## config.mk

```make
export PLATFORM = sky130hd
export DESIGN_NAME = nfa_ctrl
export DESIGN_NICKNAME = d
export VERILOG_FILES = /design/src/hw/rtl/nfa_pkg.sv /design/src/hw/rtl/nfa_ctrl.sv
export SDC_FILE = /design/constraint.sdc
export NUM_CORES = 1
export LEC_CHECK = 0
export ABC_AREA = 1
export CAP_MARGIN = 20
export CORE_UTILIZATION = 59
export CTS_BUF_LIST = sky130_fd_sc_hd__clkbuf_8
export DETAILED_ROUTE_END_ITERATION = 12
export DONT_BUFFER_PORTS = 1
export HOLD_SLACK_MARGIN = 0.15
export PLACE_DENSITY_LB_ADDON = 0.3
export RECOVER_POWER = 100
export SLEW_MARGIN = 5
export SYNTH_ARGS = -nofsm -noshare
export SYNTH_HDL_FRONTEND = slang
export SYNTH_SLANG_ARGS = --single-unit
export TNS_END_PERCENT = 30
```

## constraint.sdc

```tcl
create_clock -name i_clk -period 3.6 [get_ports i_clk]
set_input_delay 0 -clock i_clk [delete_from_list [all_inputs] [get_ports i_clk]]
set_output_delay 0 -clock i_clk [all_outputs]
set_load 0.02 [all_outputs]
```

## src/hw/rtl/nfa_pkg.sv

```systemverilog
package nfa_pkg;

    localparam int SECTORS_DEF      = 16;
    localparam int SECTOR_BYTES_DEF = 512;

    localparam logic [7:0] ERASED = 8'hFF;

    localparam logic [1:0] FUNC_READ  = 2'd0;
    localparam logic [1:0] FUNC_WRITE = 2'd1;
    localparam logic [1:0] FUNC_ERASE = 2'd2;
    localparam logic [1:0] FUNC_NOP   = 2'd3;

    localparam logic [2:0] ST_OK         = 3'd0;
    localparam logic [2:0] ST_INVALID    = 3'd1;
    localparam logic [2:0] ST_RANGE      = 3'd2;
    localparam logic [2:0] ST_NOT_ERASED = 3'd3;
    localparam logic [2:0] ST_BLOCKED    = 3'd4;

    localparam logic [1:0] ERR_NONE    = 2'd0;
    localparam logic [1:0] ERR_INVALID = 2'd1;
    localparam logic [1:0] ERR_RANGE   = 2'd2;

    typedef struct packed {
        logic [1:0]  func;
        logic [15:0] start_address;
        logic [15:0] length;
        logic [7:0]  write_data;
        logic [7:0]  sector_index;
        logic [7:0]  sector_count;
    } t_in_beat;

    typedef struct packed {
        logic [7:0] read_data;
        logic [2:0] status;
        logic       last;
        logic       error_event;
    } t_out_beat;

endpackage

```

## src/hw/rtl/nfa_ctrl.sv

```systemverilog
module nfa_ctrl #(
    parameter  int SECTORS      = nfa_pkg::SECTORS_DEF,
    parameter  int SECTOR_BYTES = nfa_pkg::SECTOR_BYTES_DEF,
    localparam int ARRAY_BYTES  = SECTORS * SECTOR_BYTES,
    localparam int AW           = $clog2(ARRAY_BYTES)
) (
    input  logic               i_clk,
    input  logic               i_rst_n,
    input  logic               i_in_valid,
    output logic               o_in_ready,
    input  nfa_pkg::t_in_beat  i_in_data,
    output logic               o_out_valid,
    input  logic               i_out_ready,
    output nfa_pkg::t_out_beat o_out_data,
    output logic               o_mem_we,
    output logic [AW-1:0]      o_mem_waddr,
    output logic [7:0]         o_mem_wdata,
    output logic [AW-1:0]      o_mem_raddr,
    input  logic [7:0]         i_mem_rdata
);

    localparam int ABW = $clog2(ARRAY_BYTES + 1);
    localparam int CW  = ((ABW > 16) ? ABW : 16) + 1;
    localparam int SBW = $clog2(SECTOR_BYTES);

    typedef enum logic [4:0] {
        S_CLEAR = 5'b00001,
        S_IDLE  = 5'b00010,
        S_LOOK  = 5'b00100,
        S_ERASE = 5'b01000,
        S_EMIT  = 5'b10000
    } t_state;

    t_state             r_state,    n_state;
    logic [AW-1:0]      r_addr,     n_addr;
    logic [SBW-1:0]     r_byte,     n_byte;
    logic [7:0]         r_sec_left, n_sec_left;
    logic [1:0]         r_sticky,   n_sticky;
    logic [AW-1:0]      r_offset,   n_offset;
    logic               r_abort,    n_abort;
    logic               r_is_wr,    n_is_wr;
    logic [7:0]         r_wdata,    n_wdata;
    logic               r_last,     n_last;
    nfa_pkg::t_out_beat r_res,      n_res;
    nfa_pkg::t_out_beat r_out,      n_out;
    logic               r_out_vld,  n_out_vld;

    nfa_pkg::t_out_beat res;
    logic               emit;
    logic               out_free;
    logic [CW-1:0]      start_ext, len_ext, off_ext, off_inc_ext, rw_addr_ext;
    logic               restart, range_bad, erase_bad, rw_last;
    logic [AW-1:0]      off_eff, rw_addr, erase_base;
    logic [8:0]         sidx_ext, secs_ext;

    assign out_free  = !r_out_vld || i_out_ready;
    assign start_ext = CW'(i_in_data.start_address);
    assign len_ext   = CW'(i_in_data.length);
    assign off_ext   = CW'(r_offset);
    assign restart   = off_ext >= len_ext;
    assign off_eff   = restart ? '0 : r_offset;
    assign off_inc_ext = CW'(off_eff) + CW'(1);
    assign rw_last     = off_inc_ext == len_ext;
    assign rw_addr_ext = start_ext + CW'(off_eff);
    assign rw_addr     = rw_addr_ext[AW-1:0];
    assign range_bad   = (start_ext >= CW'(ARRAY_BYTES))
                      || ((start_ext + len_ext) > CW'(ARRAY_BYTES));
    assign sidx_ext    = 9'(i_in_data.sector_index);
    assign secs_ext    = 9'(SECTORS);
    assign erase_bad   = (sidx_ext >= secs_ext)
                      || ((secs_ext - sidx_ext) < 9'(i_in_data.sector_count));
    assign erase_base  = AW'(i_in_data.sector_index) * AW'(SECTOR_BYTES);

    always_comb begin
        n_state    = r_state;
        n_addr     = r_addr;
        n_byte     = r_byte;
        n_sec_left = r_sec_left;
        n_sticky   = r_sticky;
        n_offset   = r_offset;
        n_abort    = r_abort;
        n_is_wr    = r_is_wr;
        n_wdata    = r_wdata;
        n_last     = r_last;
        n_res      = r_res;
        n_out      = r_out;
        n_out_vld  = r_out_vld && !i_out_ready;
        res        = '0;
        emit       = 1'b0;
        o_mem_we    = 1'b0;
        o_mem_waddr = r_addr;
        o_mem_wdata = nfa_pkg::ERASED;
        o_mem_raddr = rw_addr;

        case (r_state)
            S_CLEAR: begin
                o_mem_we = 1'b1;
                n_addr   = r_addr + AW'(1);
                if (r_addr == AW'(ARRAY_BYTES - 1)) begin
                    n_state = S_IDLE;
                end
            end
            S_IDLE: begin
                if (i_in_valid) begin
                    if (i_in_data.func == nfa_pkg::FUNC_NOP) begin
                        emit = 1'b1;
                    end else if (r_sticky != nfa_pkg::ERR_NONE) begin
                        res.status = nfa_pkg::ST_BLOCKED;
                        res.last   = 1'b1;
                        emit       = 1'b1;
                    end else if (i_in_data.func == nfa_pkg::FUNC_ERASE) begin
                        n_offset = '0;
                        n_abort  = 1'b0;
                        if (erase_bad) begin
                            n_sticky        = nfa_pkg::ERR_INVALID;
                            res.status      = nfa_pkg::ST_INVALID;
                            res.last        = 1'b1;
                            res.error_event = 1'b1;
                            emit            = 1'b1;
                        end else if (i_in_data.sector_count == 8'd0) begin
                            res.last = 1'b1;
                            emit     = 1'b1;
                        end else begin
                            n_addr     = erase_base;
                            n_byte     = '0;
                            n_sec_left = i_in_data.sector_count;
                            n_state    = S_ERASE;
                        end
                    end else if (i_in_data.length == 16'd0) begin
                        n_sticky        = nfa_pkg::ERR_INVALID;
                        n_offset        = '0;
                        n_abort         = 1'b0;
                        res.status      = nfa_pkg::ST_INVALID;
                        res.last        = 1'b1;
                        res.error_event = 1'b1;
                        emit            = 1'b1;
                    end else if (range_bad) begin
                        n_sticky        = nfa_pkg::ERR_RANGE;
                        n_offset        = '0;
                        n_abort         = 1'b0;
                        res.status      = nfa_pkg::ST_RANGE;
                        res.last        = 1'b1;
                        res.error_event = 1'b1;
                        emit            = 1'b1;
                    end else begin
                        n_addr   = rw_addr;
                        n_is_wr  = i_in_data.func == nfa_pkg::FUNC_WRITE;
                        n_wdata  = i_in_data.write_data;
                        n_last   = rw_last;
                        n_abort  = restart ? 1'b0 : r_abort;
                        n_offset = rw_last ? '0 : off_inc_ext[AW-1:0];
                        n_state  = S_LOOK;
                    end
                end
            end
            S_LOOK: begin
                res.last = r_last;
                if (!r_is_wr) begin
                    res.read_data = i_mem_rdata;
                end else if (r_abort) begin
                    res.status = nfa_pkg::ST_NOT_ERASED;
                end else if (i_mem_rdata != nfa_pkg::ERASED) begin
                    res.status = nfa_pkg::ST_NOT_ERASED;
                    n_abort    = 1'b1;
                end else begin
                    o_mem_we    = 1'b1;
                    o_mem_wdata = r_wdata;
                end
                if (r_last) begin
                    n_abort = 1'b0;
                end
                emit = 1'b1;
            end
            S_ERASE: begin
                o_mem_we = 1'b1;
                n_addr   = r_addr + AW'(1);
                if (r_byte == SBW'(SECTOR_BYTES - 1)) begin
                    n_byte     = '0;
                    n_sec_left = r_sec_left - 8'd1;
                    if (r_sec_left == 8'd1) begin
                        res.last = 1'b1;
                        emit     = 1'b1;
                    end
                end else begin
                    n_byte = r_byte + SBW'(1);
                end
            end
            S_EMIT: begin
                if (out_free) begin
                    n_out     = r_res;
                    n_out_vld = 1'b1;
                    n_state   = S_IDLE;
                end
            end
            default: begin
                n_state = S_IDLE;
            end
        endcase

        if (emit) begin
            if (out_free) begin
                n_out     = res;
                n_out_vld = 1'b1;
                n_state   = S_IDLE;
            end else begin
                n_res   = res;
                n_state = S_EMIT;
            end
        end
    end

    always_ff @(posedge i_clk) begin
        if (!i_rst_n) begin
            r_state   <= S_CLEAR;
            r_addr    <= '0;
            r_sticky  <= nfa_pkg::ERR_NONE;
            r_offset  <= '0;
            r_abort   <= 1'b0;
            r_out_vld <= 1'b0;
        end else begin
            r_state   <= n_state;
            r_addr    <= n_addr;
            r_sticky  <= n_sticky;
            r_offset  <= n_offset;
            r_abort   <= n_abort;
            r_out_vld <= n_out_vld;
        end
    end

    always_ff @(posedge i_clk) begin
        r_byte     <= n_byte;
        r_sec_left <= n_sec_left;
        r_is_wr    <= n_is_wr;
        r_wdata    <= n_wdata;
        r_last     <= n_last;
        r_res      <= n_res;
        r_out      <= n_out;
    end

    assign o_in_ready  = r_state == S_IDLE;
    assign o_out_valid = r_out_vld;
    assign o_out_data  = r_out;

endmodule

```

==> summary.txt, run 1 <==
Required time worst endpoint = 3.60 ns
Share of synthesized area occupied by flip-flops and latches = 29.0%
Total area of multi-input combinational cells = 4760 sq um
Skew final = 0.00945 ns
Proportion of layout cells with a drive suffix above 1 = 14.5%
Library cells used by synthesis = 55
Critical Path Sink Type = primary output
Reg-to-reg critical path startpoint = r_offset[7]
Synthesized netlist cell count = 1074
Nets in the synthesized netlist = 1201
Overall Power = 3.28 mW
Max transition margin = 46.4%
Endpoint of the lowest-slack register-to-register path = o_mem_waddr[12]
Number of buffers created by CTS = 9
Post-route cell area = 8630 sq um
Growth of design area from synthesis to finish = 15.6%
Number of remaining DRC errors = 0
Period Utilization, post-route = 96.8%
I/O Pins = 120
Setup tns final = 0 ns
Maximum clock path buffer count = 2
Starting density of the core = 61.4%
Via count of the first global-routing pass = 6738
Clock latency at the later pin of the worst-skew pair = 0.38 ns
Number of vias per cell after detailed routing = 5.52
Count of TritonRoute iterations in the first routing pass = 6
Transition time of the tightest slew-check pin = 0.801 ns
Kind of critical path = reg -> out
Setup crit start kind = register
Buffer type at the clock tree root = clkbuf_8
Row cnt = 40
Htree depth = 3
Antenna cell count = 0
Post-synth design cell area = 7470 sq um
Number of routed nets with antenna violations = 0
CTS tree = yes
Number of enable flip-flop cells after synthesis = 40
Number of antenna violations at the first check in global routing = 0
Leakage power = 3.88 nW
I/O Buffers = 0
Primary flip-flop cell chosen by synthesis mapping = dfxtp_1
Die Wd = 115 um
Average size of a mapped cell = 6.95 sq um
Power density over the cells = 380 nW/um^2
Layout filler cell count = 1007
Number of warning messages in the yosys log = 0
Commonest cells after routing, fill and taps aside = nand2_1 (270), inv_1 (147), nor2_1 (106)
Async set-reset flop share out of synthesis = 0%
GR Util met1 = 36.4%
Final period demand of the worst path = 3.48 ns
Routability Congestion = 1.02
DP Worst Slack = 0.126 ns
FF-to-FF path depth = 23
Peak-usage layer in the global routing report = met2
Post-placement cell area = 7900 sq um
Final design utilization = 71.0%
DRC violation total after the first TritonRoute iteration = 583
Die extent in y = 115 um
Total vias in the final route = 7317
Classification of the worst-slack hold path = in -> reg
Worst-path clk slew = 0.09 ns
Capturing element of the worst setup path = o_mem_raddr[12]
Drt total wl = 20400 um
Max Fanout on Critical Path = 8
Hold violation count in the final report = 0
Storage element area = 2170 sq um
Worst Path Arrival = 3.48 ns
Number of failing setup endpoints in the final timing report = 0
Area of the core region = 12200 sq um
Reg-to-reg slack, setup = 0.13 ns
Top achievable clock speed = 0.287 GHz
Total of flip-flops plus latches after synthesis = 88
Sink Count = 88
Number of maximum-capacitance violations = 0
First-pass GRT wire length = 31600 um
Worst-case vdd ir drop = 0.000177 V
Placed wire-length estimate = 15000 um
Combined global-route utilization of all metal layers = 30.8%
Largest net degree at the start of global routing = 18
Met3 Use GR = 6.46%
Leftover overflow at the end of global routing = 0
Die Footprint = 13100 sq um
Most common cell after layout, fill and taps aside = nand2_1
Post-DR wirelength/cell = 15.4 um
Final critical-path setup slack = 0.116 ns
Met2 Resource Use GR = 53.4%
Final Slew Violations = 0
Final net count = 1279
Run status = complete, no violations
Startpoint of the most critical setup path = r_offset[7]
-- kinds of logic after synthesis --
kind of cell             after synthesis  share of synthesized area [%]
AND/OR/NAND/NOR                      575                           35.3
buffers and inverters                172                           9.10
AO/OA/AOI/OAI                        139                           11.0
flip-flops                            88                           29.0
adder cells (fa/ha/maj)               57                           9.75
XOR/XNOR                              31                           4.11
multiplexers                          12                           1.81
-- sequential cells by signal, summed over array words and instances, names as in the netlist, 2 cells and up --
register     cells
r_sticky         2
r_res           13
r_wdata          8
r_offset        13
o_out_data      13
o_mem_waddr     13
r_byte           9
r_sec_left       8
r_state          5
-- report_power, final --
part	internal, mW	switching [mW]	leakage (nW)
sequential	1.22	0.258	0.763
clock	0.252	0.383	0.0899
combinational	0.431	0.735	3.03
total	1.90	1.38	3.88
-- worst max-delay path, cell delays in order, from the launching register on --
cell and delay [ns]:
dfxtp_1 0.32, ha_1 0.28, a21o_1 0.18, nor2_1 0.16, nand2_2 0.10, nand2_2 0.10
nand3_4 0.19, nor2_4 0.22, ha_1 0.32, a21oi_1 0.20, nand2_2 0.09, nand2_1 0.10
nand2_2 0.07, a21oi_1 0.13, o21ai_1 0.11, nand2_1 0.09, a21oi_2 0.07, nor2_1 0.11
nand2_1 0.12, nand2_4 0.12
-- cells in the mapped netlist, types with 3 or more instances --
| master | n | area, sq um |
|---|---|---|
| and3_1 | 3 | 18.8 |
| nor2_2 | 10 | 62.6 |
| nand2_1 | 273 | 1020 |
| mux2_2 | 12 | 135 |
| a21oi_1 | 67 | 335 |
| nand4_1 | 15 | 93.8 |
| nor2_1 | 108 | 405 |
| a21oi_2 | 10 | 87.6 |
| dfxtp_1 | 48 | 961 |
| nor4_1 | 8 | 50.1 |
| nand3_1 | 82 | 410 |
| xnor2_1 | 7 | 61.3 |
| inv_2 | 6 | 22.5 |
| o21ai_0 | 35 | 175 |
| inv_1 | 148 | 556 |
| a22o_1 | 4 | 35.0 |
| ha_1 | 55 | 688 |
| nand2_2 | 17 | 106 |
| nor2_4 | 9 | 101 |
| xor2_1 | 21 | 184 |
| nor3_1 | 25 | 125 |
| a32o_1 | 3 | 30.0 |
| clkbuf_1 | 10 | 37.5 |
| edfxtp_1 | 40 | 1200 |
| or2_2 | 11 | 68.8 |
| nand3b_1 | 3 | 22.5 |
| o21bai_1 | 4 | 30.0 |
-- final cells by class --
| class | instances | share of cell area [%] |
|---|---|---|
| inverters | 156 | 6.79 |
| repair buffers | 83 | 8.48 |
| well taps | 168 | 2.44 |
| clock inverters | 7 | 0.565 |
| clock buffers | 9 | 1.44 |
| flip-flops and latches | 88 | 25.1 |
| multi-input cells | 814 | 55.2 |
-- per-layer routing --
metal	wire length, um	share of wire [%]
met1	8200	40
met2	9820	48
met5	0	0
met4	811	4.0
met3	1520	7.5
-- how the worst min path moves through the flow --
| stage | cells after the start | endpoint | start |
|---|---|---|---|
| after floorplan | 1 | r_state[0] | i_rst_n |
| after CTS | 4 | r_res[2] | i_mem_rdata[4] |
| after global placement | 1 | r_state[0] | i_rst_n |
| after detailed placement | 1 | r_state[0] | i_rst_n |
| final | 5 | o_mem_waddr[0] | i_in_data[40] |
| after global routing | 1 | o_mem_raddr[0] | i_in_data[40] |
-- stage by stage --
step	hold WS, ns	instances
floorplan	0.0689	1074
global placement	0.0756	1263
detailed placement	0.0770	1264
CTS	0.152	1318
global route	0.156	1325
finish	0.151	1325
-- repair_timing --
action | CTS | global route
endpoints found under the setup margin | 1 | 23
gates resized for setup | 2 | 31
pin swaps | 0 | 20
hold endpoints to repair | 62 | 0
buffers inserted | 0 | 7
hold buffers | 38 | 0
Power figures use the tool's default switching activity.
==> run 2, diff against run 1 <==
--- a/config.mk
+++ b/config.mk
@@ -7,10 +7,11 @@
 export LEC_CHECK = 0
 export ABC_AREA = 1
 export CAP_MARGIN = 20
+export CORE_ASPECT_RATIO = 1.4
 export CORE_UTILIZATION = 59
-export CTS_BUF_LIST = sky130_fd_sc_hd__clkbuf_8
 export DETAILED_ROUTE_END_ITERATION = 12
 export DONT_BUFFER_PORTS = 1
+export GPL_TIMING_DRIVEN = 0
 export HOLD_SLACK_MARGIN = 0.15
 export PLACE_DENSITY_LB_ADDON = 0.3
 export RECOVER_POWER = 100
==> summary.txt, run 2 (same netlist as run 1, synthesis figures left out) <==
Drt total wl = 20600 um
CTS tree = yes
Proportion of layout cells with a drive suffix above 1 = 17.2%
Sink Count = 88
Final period demand of the worst path = 3.57 ns
Number of vias per cell after detailed routing = 5.68
Growth of design area from synthesis to finish = 19.7%
Htree depth = 3
DRC violation total after the first TritonRoute iteration = 330
Critical Path Sink Type = register
Antenna cell count = 0
Count of TritonRoute iterations in the first routing pass = 5
Top achievable clock speed = 0.280 GHz
Cell depth of the worst min-delay path = 1
Post-placement cell area = 7650 sq um
FF-to-FF path depth = 22
Maximum clock path buffer count = 2
Number of maximum-capacitance violations = 0
I/O Pins = 120
Commonest cells after routing, fill and taps aside = nand2_1 (259), inv_1 (147), nor2_1 (105)
RSZ-0062 raised after global routing = true
Worst-case vdd ir drop = 0.000238 V
Skew final = 0.0120 ns
I/O Buffers = 0
Number of routed nets with antenna violations = 0
Clock latency at the later pin of the worst-skew pair = 0.35 ns
Placed wire-length estimate = 15100 um
Die Footprint = 13100 sq um
Kind of critical path = reg -> reg
Power density over the cells = 402 nW/um^2
Post-DR wirelength/cell = 15.8 um
Final design utilization = 72.6%
Largest net degree at the start of global routing = 19
Routability Congestion = 0.897
Row cnt = 48
Most common cell after layout, fill and taps aside = nand2_1
Die extent in y = 135 um
Number of remaining DRC errors = 0
Period Utilization, post-route = 99.3%
First-pass GRT wire length = 31700 um
Total vias in the final route = 7434
Leftover overflow at the end of global routing = 0
Transition time of the tightest slew-check pin = 1.11 ns
Run status = complete, no violations
Post-route cell area = 8940 sq um
Buffer type at the clock tree root = clkbuf_16
Area of the core region = 12300 sq um
Setup tns final = 0 ns
Final net count = 1281
Die Wd = 97.1 um
Starting density of the core = 60.7%
Worst-path clk slew = 0.07 ns
Final Slew Violations = 0
Leakage power = 3.97 nW
Max Fanout on Critical Path = 7
Max transition margin = 25.5%
Number of buffers created by CTS = 9
Via count of the first global-routing pass = 7099
Overall Power = 3.59 mW
Hold violation count in the final report = 0
Required time worst endpoint = 3.87 ns
Number of failing setup endpoints in the final timing report = 0
Worst Path Arrival = 3.84 ns
Combined global-route utilization of all metal layers = 30.1%
Setup crit start kind = register
Classification of the worst-slack hold path = in -> out
Number of antenna violations at the first check in global routing = 0
## run 2: cell count changes in the layout (fill, tap and decap cells not counted), sizes merged
cell and delta:
inv +3, clkinv -2, clkbuf +5, clkinvlp -1, buf -3
## run 2: critical path: stages (launching register included)
cell	delay, ns
dfxtp_2	0.35
inv_2	0.06
ha_1	0.26
nand2_1	0.05
nor2_1	0.24
nand3_4	0.15
nand3_4	0.16
buf_12	0.15
nor2_4	0.06
ha_4	0.17
fa_2	0.39
nand3_2	0.08
nand2_2	0.08
nand2_2	0.08
nand2_2	0.07
a21oi_2	0.17
o21ai_2	0.09
buf_6	0.13
xor2_4	0.30
o21ai_1	0.12
o31ai_1	0.08
nand3_1	0.11
a21oi_1	0.14
## run 2: final cells by class
type / instances / area [sq um]
Sequential cell: 88 / 2180
Tap cell: 150 / 188
Fill cell: 938 / 3380
Clock inverter: 7 / 71.3
Clock buffer: 9 / 225
Multi-Input combinational cell: 814 / 4960
Inverter: 156 / 586
Buffer: 16 / 97.6
Timing Repair Buffer: 69 / 627
## run 2: metrics by stage
stage	setup slack [ns]	cells	hold slack, ns
final	0.0255	1309	0.159
after global routing	-0.130	1309	0.160
after global placement	-0.471	1224	0.0720
after CTS	0.000112	1289	0.153
after floorplan	0.0682	1074	0.0689
after detailed placement	-0.508	1224	0.0733
## run 2: per-layer routing
layer	track usage [%]	vias to the layer above	share of wire, %
met3	6.78	85	6.5
met1	29.7	3376	36
met4	18.4	0	5.2
li1	-	3695	-
met2	56.8	278	52
met5	0	-	0
## run 2: power by group
part / switching, mW / leakage (nW) / internal [mW] / total [mW]
clock network: 0.442 / 0.148 / 0.491 / 0.933
logic: 0.749 / 3.05 / 0.438 / 1.19
registers: 0.258 / 0.766 / 1.22 / 1.47
## run 2: path summary, 6_finish.rpt
| path | endpoint | startpoint | slack (ns) |
|---|---|---|---|
| max reg2reg | o_mem_waddr[10] | r_offset[0] | 0.03 |
| min reg2reg | r_sticky[1] | r_sticky[1] | 0.46 |
| max | o_mem_waddr[10] | r_offset[0] | 0.03 |
| min | o_mem_raddr[0] | i_in_data[40] | 0.16 |
## run 2: repair_timing
action,in CTS,in global routing
pin swaps,9,32
endpoints found under the hold margin,60,0
buffers inserted,11,19
hold buffers,38,0
resized for setup,25,55
setup endpoints to repair,28,40
cloned,0,0
